[src/hw/rtl/npa_pkg.sv]
package npa_pkg;

    localparam int POOL_NODES = 1024;
    localparam int NODE_W     = 10;
    localparam int STATUS_W   = 3;
    localparam int WORD_W     = 64;
    localparam int OFF_W      = $clog2(WORD_W);
    localparam int NUM_WORDS  = POOL_NODES / WORD_W;
    localparam int ADDR_W     = $clog2(NUM_WORDS);

    typedef logic [NODE_W-1:0] node_t;
    typedef logic [WORD_W-1:0] word_t;
    typedef logic [ADDR_W-1:0] addr_t;
    typedef logic [OFF_W-1:0]  off_t;

    localparam logic OP_ALLOC = 1'b0;
    localparam logic OP_FREE  = 1'b1;

    typedef enum logic [STATUS_W-1:0] {
        ST_OK       = 3'd0,
        ST_RESERVED = 3'd1,
        ST_ABOVE    = 3'd2,
        ST_DOUBLE   = 3'd3,
        ST_OOM      = 3'd4
    } status_t;

    localparam node_t LAST_NODE_RESET = node_t'(1023);
    localparam node_t LIMIT_MAX       = node_t'(POOL_NODES - 1);
    localparam node_t HW_RESET        = node_t'(1);

    // free map port request
    typedef struct packed {
        logic  rd_en;
        addr_t rd_addr;
        logic  wr_en;
        addr_t wr_addr;
        word_t wr_data;
    } map_req_t;

    // bit scan result
    typedef struct packed {
        logic found;
        off_t pos;
    } scan_res_t;

    function automatic addr_t word_of(input node_t n);
        return addr_t'(n >> OFF_W);
    endfunction

    function automatic off_t off_of(input node_t n);
        return n[OFF_W-1:0];
    endfunction

endpackage

[src/hw/rtl/npa_if.sv]
interface npa_req_if
    import npa_pkg::*;
();
    logic  valid;
    logic  ready;
    logic  operation;
    node_t node_index;

    modport source (output valid, output operation, output node_index, input ready);
    modport sink   (input valid, input operation, input node_index, output ready);
endinterface

interface npa_resp_if
    import npa_pkg::*;
();
    logic                valid;
    logic                ready;
    node_t               granted_node;
    logic [STATUS_W-1:0] status;

    modport source (output valid, output granted_node, output status, input ready);
    modport sink   (input valid, input granted_node, input status, output ready);
endinterface

interface npa_cfg_if
    import npa_pkg::*;
();
    logic  valid;
    logic  ready;
    node_t data;

    modport source (output valid, output data, input ready);
    modport sink   (input valid, input data, output ready);
endinterface

[src/hw/rtl/npa_bit_scan.sv]
// Shared 64-bit priority scan: lowest set bit, or highest when find_high.
module npa_bit_scan
    import npa_pkg::*;
(
    input  word_t     scan_word,
    input  logic      find_high,
    output scan_res_t result
);

    word_t vec;
    off_t  low_pos;
    logic  any;

    always_comb
    begin
        for (int i = 0; i < WORD_W; i++)
        begin
            vec[i] = find_high ? scan_word[WORD_W-1-i] : scan_word[i];
        end
    end

    always_comb
    begin
        any     = 1'b0;
        low_pos = '0;
        for (int i = WORD_W - 1; i >= 0; i--)
        begin
            if (vec[i])
            begin
                any     = 1'b1;
                low_pos = off_t'(i);
            end
        end
    end

    assign result.found = any;
    assign result.pos   = find_high ? off_t'(WORD_W - 1) - low_pos : low_pos;

endmodule

[src/hw/rtl/npa_free_map.sv]
// Free map: NUM_WORDS x WORD_W bits, one write and one registered read a cycle.
// Per-row valid bits make a never-written row read as all clear.
module npa_free_map
    import npa_pkg::*;
(
    input  logic     clk,
    input  logic     rst_n,
    input  map_req_t req,
    output word_t    rd_data
);

    word_t                 mem [NUM_WORDS];
    logic [NUM_WORDS-1:0]  row_valid_reg;
    word_t                 rd_data_reg;

    always_ff @(posedge clk or negedge rst_n)
    begin
        if (!rst_n)
        begin
            row_valid_reg <= '0;
        end
        else if (req.wr_en)
        begin
            row_valid_reg[req.wr_addr] <= 1'b1;
        end
    end

    always_ff @(posedge clk)
    begin
        if (req.wr_en)
        begin
            mem[req.wr_addr] <= req.wr_data;
        end
        if (req.rd_en)
        begin
            rd_data_reg <= row_valid_reg[req.rd_addr] ? mem[req.rd_addr] : '0;
        end
    end

    assign rd_data = rd_data_reg;

endmodule

[src/hw/rtl/node_pool_allocator.sv]
// Channel | Dir | Payload                         | Accepted when
// req     | in  | operation, node_index           | req.valid && req.ready
// resp    | out | granted_node, status            | resp.valid && resp.ready
// cfg     | in  | data (last_node)                | cfg.valid && cfg.ready (always ready)
//
// Allocate: words are read up from word 0 to where the scan stops (lowest word with a free
// node, else the mark's word), one 64-bit map word a cycle into a shared scan. Free: reserved
// or above the mark goes to FINISH; a node to mark or a double free ends in FREE_CHECK;
// SHRINK walks words down to lower the mark. One item at a time; req.ready low meanwhile.
// Reset clears the mark to 1, last_node to 1023 and the free map via per-word valid bits.
// The result register lets the next item start while a result waits; FINISH then holds.
module node_pool_allocator
    import npa_pkg::*;
(
    input  logic         clk,
    input  logic         rst_n,
    npa_req_if.sink      req,
    npa_resp_if.source   resp,
    npa_cfg_if.sink      cfg
);

    typedef enum logic [2:0] {
        IDLE,
        ALLOC_SCAN,
        FREE_CHECK,
        SHRINK,
        FINISH
    } state_t;

    state_t  state_reg, state_next;
    node_t   hw_reg, hw_next;                 // high-water mark
    node_t   last_node_reg, last_node_next;
    node_t   node_reg, node_next;             // node being freed
    addr_t   ptr_reg, ptr_next;               // word whose data is on rd_data
    off_t    off_reg, off_next;               // top bit still in play while shrinking
    node_t   res_node_reg, res_node_next;
    status_t res_status_reg, res_status_next;
    logic    resp_valid_reg, resp_valid_next;
    node_t   resp_node_reg, resp_node_next;
    status_t resp_status_reg, resp_status_next;

    map_req_t  map_req;
    word_t     rd_data;
    word_t     scan_word;
    logic      find_high;
    scan_res_t scan;

    node_t limit;
    word_t mask_off;    // bits 0..off_reg
    word_t mask_pos;    // bits 0..scan.pos
    off_t  bit_off;

    npa_free_map u_map (
        .clk     (clk),
        .rst_n   (rst_n),
        .req     (map_req),
        .rd_data (rd_data)
    );

    npa_bit_scan u_scan (
        .scan_word (scan_word),
        .find_high (find_high),
        .result    (scan)
    );

    assign limit    = (last_node_reg > LIMIT_MAX) ? LIMIT_MAX : last_node_reg;
    assign mask_off = word_t'('1) >> (off_t'(WORD_W - 1) - off_reg);
    assign mask_pos = word_t'('1) >> (off_t'(WORD_W - 1) - scan.pos);
    assign bit_off  = off_of(node_reg);

    // shared scan: lowest free bit on allocate, highest in-use bit when shrinking
    always_comb
    begin
        find_high = (state_reg == SHRINK);
        scan_word = (state_reg == SHRINK) ? (~rd_data & mask_off) : rd_data;
    end

    always_comb
    begin
        state_next       = state_reg;
        hw_next          = hw_reg;
        last_node_next   = last_node_reg;
        node_next        = node_reg;
        ptr_next         = ptr_reg;
        off_next         = off_reg;
        res_node_next    = res_node_reg;
        res_status_next  = res_status_reg;
        resp_valid_next  = resp_valid_reg;
        resp_node_next   = resp_node_reg;
        resp_status_next = resp_status_reg;
        map_req          = '0;

        if (cfg.valid)
        begin
            last_node_next = cfg.data;
        end

        if (resp_valid_reg && resp.ready)
        begin
            resp_valid_next = 1'b0;
        end

        unique case (state_reg)
            IDLE:
            begin
                if (req.valid)
                begin
                    node_next     = req.node_index;
                    res_node_next = '0;
                    if (req.operation == OP_ALLOC)
                    begin
                        map_req.rd_en   = 1'b1;
                        map_req.rd_addr = '0;
                        ptr_next        = '0;
                        state_next      = ALLOC_SCAN;
                    end
                    else if (req.node_index <= node_t'(1))
                    begin
                        res_status_next = ST_RESERVED;
                        state_next      = FINISH;
                    end
                    else if (req.node_index > hw_reg)
                    begin
                        res_status_next = ST_ABOVE;
                        state_next      = FINISH;
                    end
                    else
                    begin
                        map_req.rd_en   = 1'b1;
                        map_req.rd_addr = word_of(req.node_index);
                        state_next      = FREE_CHECK;
                    end
                end
            end

            ALLOC_SCAN:
            begin
                // free bits only exist below the mark, so the scan stops at its word
                if (scan.found)
                begin
                    map_req.wr_en   = 1'b1;
                    map_req.wr_addr = ptr_reg;
                    map_req.wr_data = rd_data & ~(word_t'(1) << scan.pos);
                    res_node_next   = {ptr_reg, scan.pos};
                    res_status_next = ST_OK;
                    state_next      = FINISH;
                end
                else if (ptr_reg == word_of(hw_reg))
                begin
                    if (hw_reg >= limit)
                    begin
                        res_node_next   = '0;
                        res_status_next = ST_OOM;
                    end
                    else
                    begin
                        hw_next         = hw_reg + node_t'(1);
                        res_node_next   = hw_reg + node_t'(1);
                        res_status_next = ST_OK;
                    end
                    state_next = FINISH;
                end
                else
                begin
                    map_req.rd_en   = 1'b1;
                    map_req.rd_addr = ptr_reg + addr_t'(1);
                    ptr_next        = ptr_reg + addr_t'(1);
                end
            end

            FREE_CHECK:
            begin
                if (rd_data[bit_off])
                begin
                    res_status_next = ST_DOUBLE;
                    state_next      = FINISH;
                end
                else if (node_reg == hw_reg)
                begin
                    // walk down from the node below the mark
                    map_req.rd_en   = 1'b1;
                    map_req.rd_addr = word_of(node_reg - node_t'(1));
                    ptr_next        = word_of(node_reg - node_t'(1));
                    off_next        = off_of(node_reg - node_t'(1));
                    state_next      = SHRINK;
                end
                else
                begin
                    map_req.wr_en   = 1'b1;
                    map_req.wr_addr = word_of(node_reg);
                    map_req.wr_data = rd_data | (word_t'(1) << bit_off);
                    res_status_next = ST_OK;
                    state_next      = FINISH;
                end
            end

            SHRINK:
            begin
                // nodes 0 and 1 are never free, so word 0 always ends the walk
                map_req.wr_en   = 1'b1;
                map_req.wr_addr = ptr_reg;
                if (scan.found)
                begin
                    map_req.wr_data = rd_data & (~mask_off | mask_pos);
                    hw_next         = {ptr_reg, scan.pos};
                    res_status_next = ST_OK;
                    state_next      = FINISH;
                end
                else
                begin
                    map_req.wr_data = rd_data & ~mask_off;
                    map_req.rd_en   = 1'b1;
                    map_req.rd_addr = ptr_reg - addr_t'(1);
                    ptr_next        = ptr_reg - addr_t'(1);
                    off_next        = off_t'(WORD_W - 1);
                end
            end

            FINISH:
            begin
                if (!resp_valid_reg || resp.ready)
                begin
                    resp_valid_next  = 1'b1;
                    resp_node_next   = res_node_reg;
                    resp_status_next = res_status_reg;
                    state_next       = IDLE;
                end
            end

            default:
            begin
                state_next = IDLE;
            end
        endcase
    end

    always_ff @(posedge clk or negedge rst_n)
    begin
        if (!rst_n)
        begin
            state_reg       <= IDLE;
            hw_reg          <= HW_RESET;
            last_node_reg   <= LAST_NODE_RESET;
            node_reg        <= '0;
            ptr_reg         <= '0;
            off_reg         <= '0;
            res_node_reg    <= '0;
            res_status_reg  <= ST_OK;
            resp_valid_reg  <= 1'b0;
            resp_node_reg   <= '0;
            resp_status_reg <= ST_OK;
        end
        else
        begin
            state_reg       <= state_next;
            hw_reg          <= hw_next;
            last_node_reg   <= last_node_next;
            node_reg        <= node_next;
            ptr_reg         <= ptr_next;
            off_reg         <= off_next;
            res_node_reg    <= res_node_next;
            res_status_reg  <= res_status_next;
            resp_valid_reg  <= resp_valid_next;
            resp_node_reg   <= resp_node_next;
            resp_status_reg <= resp_status_next;
        end
    end

    assign req.ready         = (state_reg == IDLE);
    assign cfg.ready         = 1'b1;
    assign resp.valid        = resp_valid_reg;
    assign resp.granted_node = resp_node_reg;
    assign resp.status       = resp_status_reg;

endmodule

[src/flat_wrapper.sv]
// flat-port wrapper written by rule: the top's interface ports become plain ports
module node_pool_allocator_flat import npa_pkg::*;
  (clk, rst_n, req_valid, req_operation, req_node_index, req_ready, resp_valid, resp_granted_node, resp_status, resp_ready, cfg_valid, cfg_data, cfg_ready);
  npa_req_if req_i ();
  npa_resp_if resp_i ();
  npa_cfg_if cfg_i ();
  input  logic clk;
  input  logic rst_n;
  input wire logic [$bits(req_i.valid)-1:0] req_valid;
  input wire logic [$bits(req_i.operation)-1:0] req_operation;
  input wire logic [$bits(req_i.node_index)-1:0] req_node_index;
  output wire logic [$bits(req_i.ready)-1:0] req_ready;
  output wire logic [$bits(resp_i.valid)-1:0] resp_valid;
  output wire logic [$bits(resp_i.granted_node)-1:0] resp_granted_node;
  output wire logic [$bits(resp_i.status)-1:0] resp_status;
  input wire logic [$bits(resp_i.ready)-1:0] resp_ready;
  input wire logic [$bits(cfg_i.valid)-1:0] cfg_valid;
  input wire logic [$bits(cfg_i.data)-1:0] cfg_data;
  output wire logic [$bits(cfg_i.ready)-1:0] cfg_ready;
  assign req_i.valid = req_valid;
  assign req_i.operation = req_operation;
  assign req_i.node_index = req_node_index;
  assign req_ready = req_i.ready;
  assign resp_valid = resp_i.valid;
  assign resp_granted_node = resp_i.granted_node;
  assign resp_status = resp_i.status;
  assign resp_i.ready = resp_ready;
  assign cfg_i.valid = cfg_valid;
  assign cfg_i.data = cfg_data;
  assign cfg_ready = cfg_i.ready;
  node_pool_allocator u_core (.clk(clk), .rst_n(rst_n), .req(req_i), .resp(resp_i), .cfg(cfg_i));
endmodule
[config.mk]
export PLATFORM = sky130hd
export DESIGN_NAME = node_pool_allocator_flat
export DESIGN_NICKNAME = d
export VERILOG_FILES = /design/src/hw/rtl/npa_pkg.sv /design/src/hw/rtl/npa_if.sv /design/src/hw/rtl/npa_bit_scan.sv /design/src/hw/rtl/npa_free_map.sv /design/src/hw/rtl/node_pool_allocator.sv /design/src/flat_wrapper.sv
export SDC_FILE = /design/constraint.sdc
export NUM_CORES = 2
export LEC_CHECK = 0
export BUFFER_PORTS_ARGS = -buffer_cell sky130_fd_sc_hd__buf_2
export CAP_MARGIN = 10
export CORE_MARGIN = 2
export CORE_UTILIZATION = 45
export DETAILED_ROUTE_END_ITERATION = 8
export SLEW_MARGIN = 20
export SYNTH_ARGS = -nofsm -noshare
export SYNTH_HDL_FRONTEND = slang
export SYNTH_HIERARCHICAL = 1
export SYNTH_SLANG_ARGS = --single-unit
[constraint.sdc]
create_clock -name clk -period 10.8 [get_ports clk]
set_input_delay 1.62 -clock clk [delete_from_list [all_inputs] [get_ports clk]]
set_output_delay 1.62 -clock clk [all_outputs]
set_load 0.005 [all_outputs]
==> impl_metrics.xml <==
<?xml version="1.0" encoding="UTF-8"?>
<metrics>
  <group name="finish">
    <metric name="area_growth_syn_to_layout" unit="%">12.8</metric>
    <metric name="multi_input_comb_area" unit="sq mm">0.0163</metric>
    <metric name="register_area" unit="sq mm">0.0348</metric>
    <metric name="layout-drive-gt1-share" unit="%">22.2</metric>
    <metric name="num-fill-cells" unit="">9414</metric>
    <metric name="largest_register_ff_count" unit="">1024</metric>
    <metric name="design.final.nets" unit="">3448</metric>
  </group>
  <group name="cts">
    <metric name="cts.sinks" unit="">1174</metric>
    <metric name="tritoncts.num_buffers" unit="">119</metric>
    <metric name="worst_setup_hold_path_clk_slew" unit="ns">0.06</metric>
    <metric name="cts_tree" unit="">built</metric>
    <metric name="clk_latency" unit="ns">0.76</metric>
    <metric name="htreeDepth" unit="">3</metric>
    <metric name="clock-root-buffer" unit="">sky130_fd_sc_hd__clkbuf_16</metric>
    <metric name="postCtsSetupRepairBufs" unit="">0</metric>
    <metric name="cts_repair_resize_count" unit="">0</metric>
    <metric name="ctsHoldBuffers" unit="">0</metric>
    <metric name="max-clock-path-buffers" unit="">3</metric>
  </group>
  <group name="timing">
    <metric name="drv_slew" unit="">0</metric>
    <metric name="tightest_slew" unit="ns">1.31</metric>
    <metric name="layout_min_cycle_time" unit="ns">8.39</metric>
    <metric name="finalCritPeriodShare" unit="%">77.7</metric>
    <metric name="setup_total_negative_slack" unit="ns">0</metric>
    <metric name="relSlewSlack" unit="%">12.3</metric>
    <metric name="setup-violations-final" unit="">0</metric>
    <metric name="hold_viol" unit="">0</metric>
    <metric name="unrepaired_setup_endpoints_after_global_routing" unit="">false</metric>
    <metric name="finalClockSkew" unit="ns">0.0486</metric>
    <metric name="maxClockFrequency" unit="MHz">119</metric>
    <metric name="postLayoutSetupSlackWorst" unit="ns">2.41</metric>
  </group>
  <group name="pwr">
    <metric name="power.ir.vdd_worst" unit="uV">150</metric>
    <metric name="internal-power" unit="mW">9.03</metric>
    <metric name="combinational_power_share" unit="%">24.2</metric>
    <metric name="power_switching" unit="mW">4.20</metric>
    <metric name="netSwitchingFraction" unit="%">31.7</metric>
    <metric name="pwr_density_cell" unit="mW/mm^2">225</metric>
    <metric name="leakage" unit="nW">19.2</metric>
    <metric name="seq_power_share" unit="%">44.4</metric>
    <metric name="clock_power_share" unit="%">31.4</metric>
  </group>
  <group name="routing">
    <metric name="wire_per_inst" unit="microns">34.1</metric>
    <metric name="num_vias" unit="">32800</metric>
    <metric name="post-route-drc-count" unit="">0</metric>
    <metric name="route.antenna.remaining_nets" unit="">0</metric>
    <metric name="drtIter0Drc" unit="">3872</metric>
    <metric name="drt_wl_total" unit="microns">171000</metric>
    <metric name="drtPass1Iterations" unit="">6</metric>
    <metric name="avgViaCountPerCell" unit="">6.55</metric>
  </group>
  <group name="run">
    <metric name="cap_violations" unit="">0</metric>
  </group>
  <group name="logic_synthesis">
    <metric name="yosysUniqueCellTypes" unit="">95</metric>
    <metric name="synth_top_area_share" unit="%">62.7</metric>
    <metric name="syn-instance-count" unit="">3339</metric>
    <metric name="synth_fa_ha_area_share" unit="%">0.673</metric>
    <metric name="synth_edf_count" unit="">1088</metric>
    <metric name="most_instantiated_library_cell_after_synthesis" unit="">sky130_fd_sc_hd__edfxtp_1</metric>
    <metric name="synth-simple-area-share" unit="%">6.32</metric>
    <metric name="synth-main-ff-cell" unit="">sky130_fd_sc_hd__edfxtp_1</metric>
    <metric name="synth-warning-count" unit="">6</metric>
    <metric name="netlist_area" unit="sq mm">0.0521</metric>
    <metric name="largest_family_of_logic_cells_by_synthesized_area" unit="">multiplexers</metric>
    <metric name="postSynth.asyncResetShare" unit="%">7.33</metric>
    <metric name="parity_gate_share_of_the_synthesized_area_counting_xor_and_xnor_cells" unit="%">0.605</metric>
    <metric name="seq_area_frac_synth" unit="%">66.9</metric>
    <metric name="synth_mux_area_share" unit="%">12.8</metric>
    <metric name="ys_top_cells_by_area" unit="">sky130_fd_sc_hd__edfxtp_1, sky130_fd_sc_hd__mux4_2, sky130_fd_sc_hd__dfrtp_1</metric>
    <metric name="synth_top_cell_by_area" unit="">sky130_fd_sc_hd__edfxtp_1</metric>
    <metric name="avgSynthCellArea" unit="sq um">15.6</metric>
    <metric name="mappedNetlistNets" unit="">3393</metric>
    <metric name="synth.cells.most_frequent" unit="">sky130_fd_sc_hd__edfxtp_1, sky130_fd_sc_hd__mux4_2, sky130_fd_sc_hd__a21oi_1</metric>
    <metric name="share_of_the_synthesized_area_in_compound_gates_ao_oa_aoi_oai" unit="%">10.3</metric>
    <metric name="ys_seq_elements" unit="">1174</metric>
  </group>
  <group name="die">
    <metric name="boundaryPins" unit="">42</metric>
    <metric name="initial_core_util" unit="%">45.5</metric>
    <metric name="fp-row-count" unit="">124</metric>
    <metric name="die_y" unit="microns">344</metric>
    <metric name="core_area" unit="sq mm">0.115</metric>
    <metric name="die-width" unit="microns">344</metric>
    <metric name="die_outline_area" unit="sq mm">0.118</metric>
  </group>
  <group name="worst_setup_path">
    <metric name="r2r_setup_slack" unit="ns">2.41</metric>
    <metric name="setup.worst_path.start_class" unit="">flop</metric>
    <metric name="reg2regPathDepth" unit="">18</metric>
    <metric name="critical_path.max_fanout" unit="">132</metric>
    <metric name="timing.setup.critical_path_class" unit="">flop to flop</metric>
    <metric name="required" unit="ns">11.18</metric>
    <metric name="critical_path.cell_chain" unit="">nand3b_1 &gt; buf_12 &gt; inv_4 &gt; buf_4 &gt; nand2_1 &gt; o21ai_0 &gt; a21oi_1 &gt; a221o_1 &gt; a2111oi_0 &gt; a311oi_1 &gt; nor3_1 &gt; o31ai_1 &gt; buf_4 &gt; nor2_1 &gt; nand2_1 &gt; nor3_1 &gt; o22ai_1 &gt; o22a_1</metric>
    <metric name="cp-end-kind" unit="">flop</metric>
    <metric name="critPathArrivalTime" unit="ns">8.77</metric>
    <metric name="critical-path-max-stage-delay" unit="ns">1.02</metric>
    <metric name="rr_startpoint" unit="">u_core/state_reg[2]</metric>
    <metric name="worst_r2r_endpoint" unit="">u_core/u_map/mem[12][20]</metric>
    <metric name="timing.critical_path.slowest_stage_cell" unit="">sky130_fd_sc_hd__nor2_1</metric>
  </group>
  <group name="grt">
    <metric name="maximum_number_of_pins_on_one_net_before_global_route_repair" unit="">133</metric>
    <metric name="grt_first_pass_wirelength" unit="microns">243000</metric>
    <metric name="grt_pass1_vias" unit="">32800</metric>
    <metric name="grt_antenna_before_repair" unit="">5</metric>
    <metric name="global_route.overflow_total" unit="">0</metric>
    <metric name="grt.total_usage" unit="%">29.0</metric>
  </group>
  <group name="hold_path">
    <metric name="worst_hold_path.num_cells" unit="">1</metric>
    <metric name="min-delay-start" unit="">u_core/u_map/row_valid_reg[7]</metric>
    <metric name="hp-class" unit="">flop to flop</metric>
    <metric name="holdPathEnd" unit="">u_core/u_map/row_valid_reg[7]</metric>
  </group>
  <group name="place">
    <metric name="placement.io_buffers" unit="">40</metric>
    <metric name="dpl_worst_slack" unit="ns">2.97</metric>
    <metric name="gpl.final_weighted_congestion" unit="">1.03</metric>
    <metric name="place_hpwl" unit="microns">110000</metric>
  </group>
  <group name="status">
    <metric name="outcome" unit="">completed</metric>
  </group>
</metrics>
[layer usage]
metal | vias to the layer above | part of all wire [%] | global-route usage (%)
met5 | - | 0.0076 | 0
met4 | 2 | 4.1 | 11.1
met3 | 320 | 8.1 | 4.78
met2 | 1662 | 46 | 45.2
met1 | 17200 | 42 | 41.0
li1 | 13600 | - | -
[worst max-delay path: cells and delay by family (launching register included)]
family                 cells  cell delay (ns)
AOI/OAI and AO/OA          8             3.06
and+or+nand+nor            6             2.72
DFF                        1             0.50
buffers and inverters      4             1.47
[cells by family (layout without fill, tap and decap cells)]
kind of cell / count (synthesis) / in the layout
AOI/OAI and AO/OA: 822 / 822
xor gates and xnor gates: 36 / 36
other: 1 / 2
DFF: 1174 / 1174
buffers and inverters: 295 / 454
adders and majority gates: 28 / 28
muxes: 312 / 312
and+or+nand+nor: 671 / 671
[worst max path at each step]
stage	to	slack, ns	startpoint
6_report	u_core/u_map/mem[12][20]	2.41	u_core/state_reg[2]
5_1_grt	u_core/u_map/rd_data[8]	2.48	u_core/state_reg[2]
4_1_cts	u_core/u_map/mem[5][63]	2.91	u_core/state_reg[2]
3_5_place_dp	u_core/u_map/mem[0][63]	2.97	u_core/state_reg[2]
3_3_place_gp	u_core/u_map/mem[0][47]	2.78	u_core/off_reg[4]
2_1_floorplan	u_core/u_map/row_valid_reg[0]	0.93	u_core/state_reg[2]
[layout by cell type (no fill, tap or decap), types with 11 or more instances in the layout]
cell type                   netlist  routed
sky130_fd_sc_hd__nor2b_1         20      17
sky130_fd_sc_hd__buf_4           11     105
sky130_fd_sc_hd__mux4_2         267     267
sky130_fd_sc_hd__dfstp_2         11      11
sky130_fd_sc_hd__nor2_1         155     141
sky130_fd_sc_hd__ha_1            28      28
sky130_fd_sc_hd__buf_12           0      24
sky130_fd_sc_hd__clkinv_1         2      18
sky130_fd_sc_hd__o32a_1          12      12
sky130_fd_sc_hd__nor3_1          85      77
sky130_fd_sc_hd__nor3b_1         13      13
sky130_fd_sc_hd__or2_2           29      30
sky130_fd_sc_hd__or3_1           18      18
sky130_fd_sc_hd__nand3_1         37      37
sky130_fd_sc_hd__o31ai_1         42      42
sky130_fd_sc_hd__o21ai_0        160     158
sky130_fd_sc_hd__o22ai_1         11      11
sky130_fd_sc_hd__nor4_1          35      35
sky130_fd_sc_hd__a21oi_1        212     208
sky130_fd_sc_hd__o22a_1          12      12
sky130_fd_sc_hd__clkbuf_16        0     120
sky130_fd_sc_hd__bufinv_16        0      13
sky130_fd_sc_hd__a21o_1          33      33
sky130_fd_sc_hd__xor2_1          11      11
sky130_fd_sc_hd__a22oi_1        132     132
sky130_fd_sc_hd__mux2_2          26      26
sky130_fd_sc_hd__a31oi_1         63      53
sky130_fd_sc_hd__nand2b_1        29      29
sky130_fd_sc_hd__dfrtp_1         75      75
sky130_fd_sc_hd__edfxtp_1      1088    1088
sky130_fd_sc_hd__nor2_4           1      15
sky130_fd_sc_hd__clkbuf_1       151      15
sky130_fd_sc_hd__inv_1           58      57
sky130_fd_sc_hd__xnor2_1         25      21
sky130_fd_sc_hd__a211oi_1        18      18
sky130_fd_sc_hd__clkinv_2         0      35
sky130_fd_sc_hd__buf_2           50      39
sky130_fd_sc_hd__o211ai_1        20      20
sky130_fd_sc_hd__nand2_1        192     190
[power groups by stage]
stage                     Combinational [mW]  Clock, mW  Sequential [mW]
after floorplan                         1.96          0             5.79
after global placement                  3.07          0             5.94
after detailed placement                3.12          0             5.95
after CTS                               3.13       4.23             5.86
after global routing                    3.37       4.41             5.88
final                                   3.20       4.16             5.87
[cell type report]
type,instances,area share [%]
sequential,1174,59.3
multi-input combinational,1870,27.8
clock buffer,141,5.35
tap,1512,3.22
timing repair buffer,168,2.49
clock inverter,84,1.49
inverter,61,0.394
antenna,1,0.00426
[through the flow]
step           instances  power [mW]  area (sq um)  hold slack, ns  util [%]
3_5_place_dp        4785        9.07         54700           0.451      47.7
2_1_floorplan       3339        7.74         52100           0.434         -
5_1_grt             5010        13.7         58800           0.486      51.3
4_1_cts             5010        13.2         58700           0.466      51.2
6_report            5011        13.2         58800           0.463      51.3
3_3_place_gp        4784        9.01         54600           0.448      47.7
No activity file was read; power rests on OpenSTA's default activity.
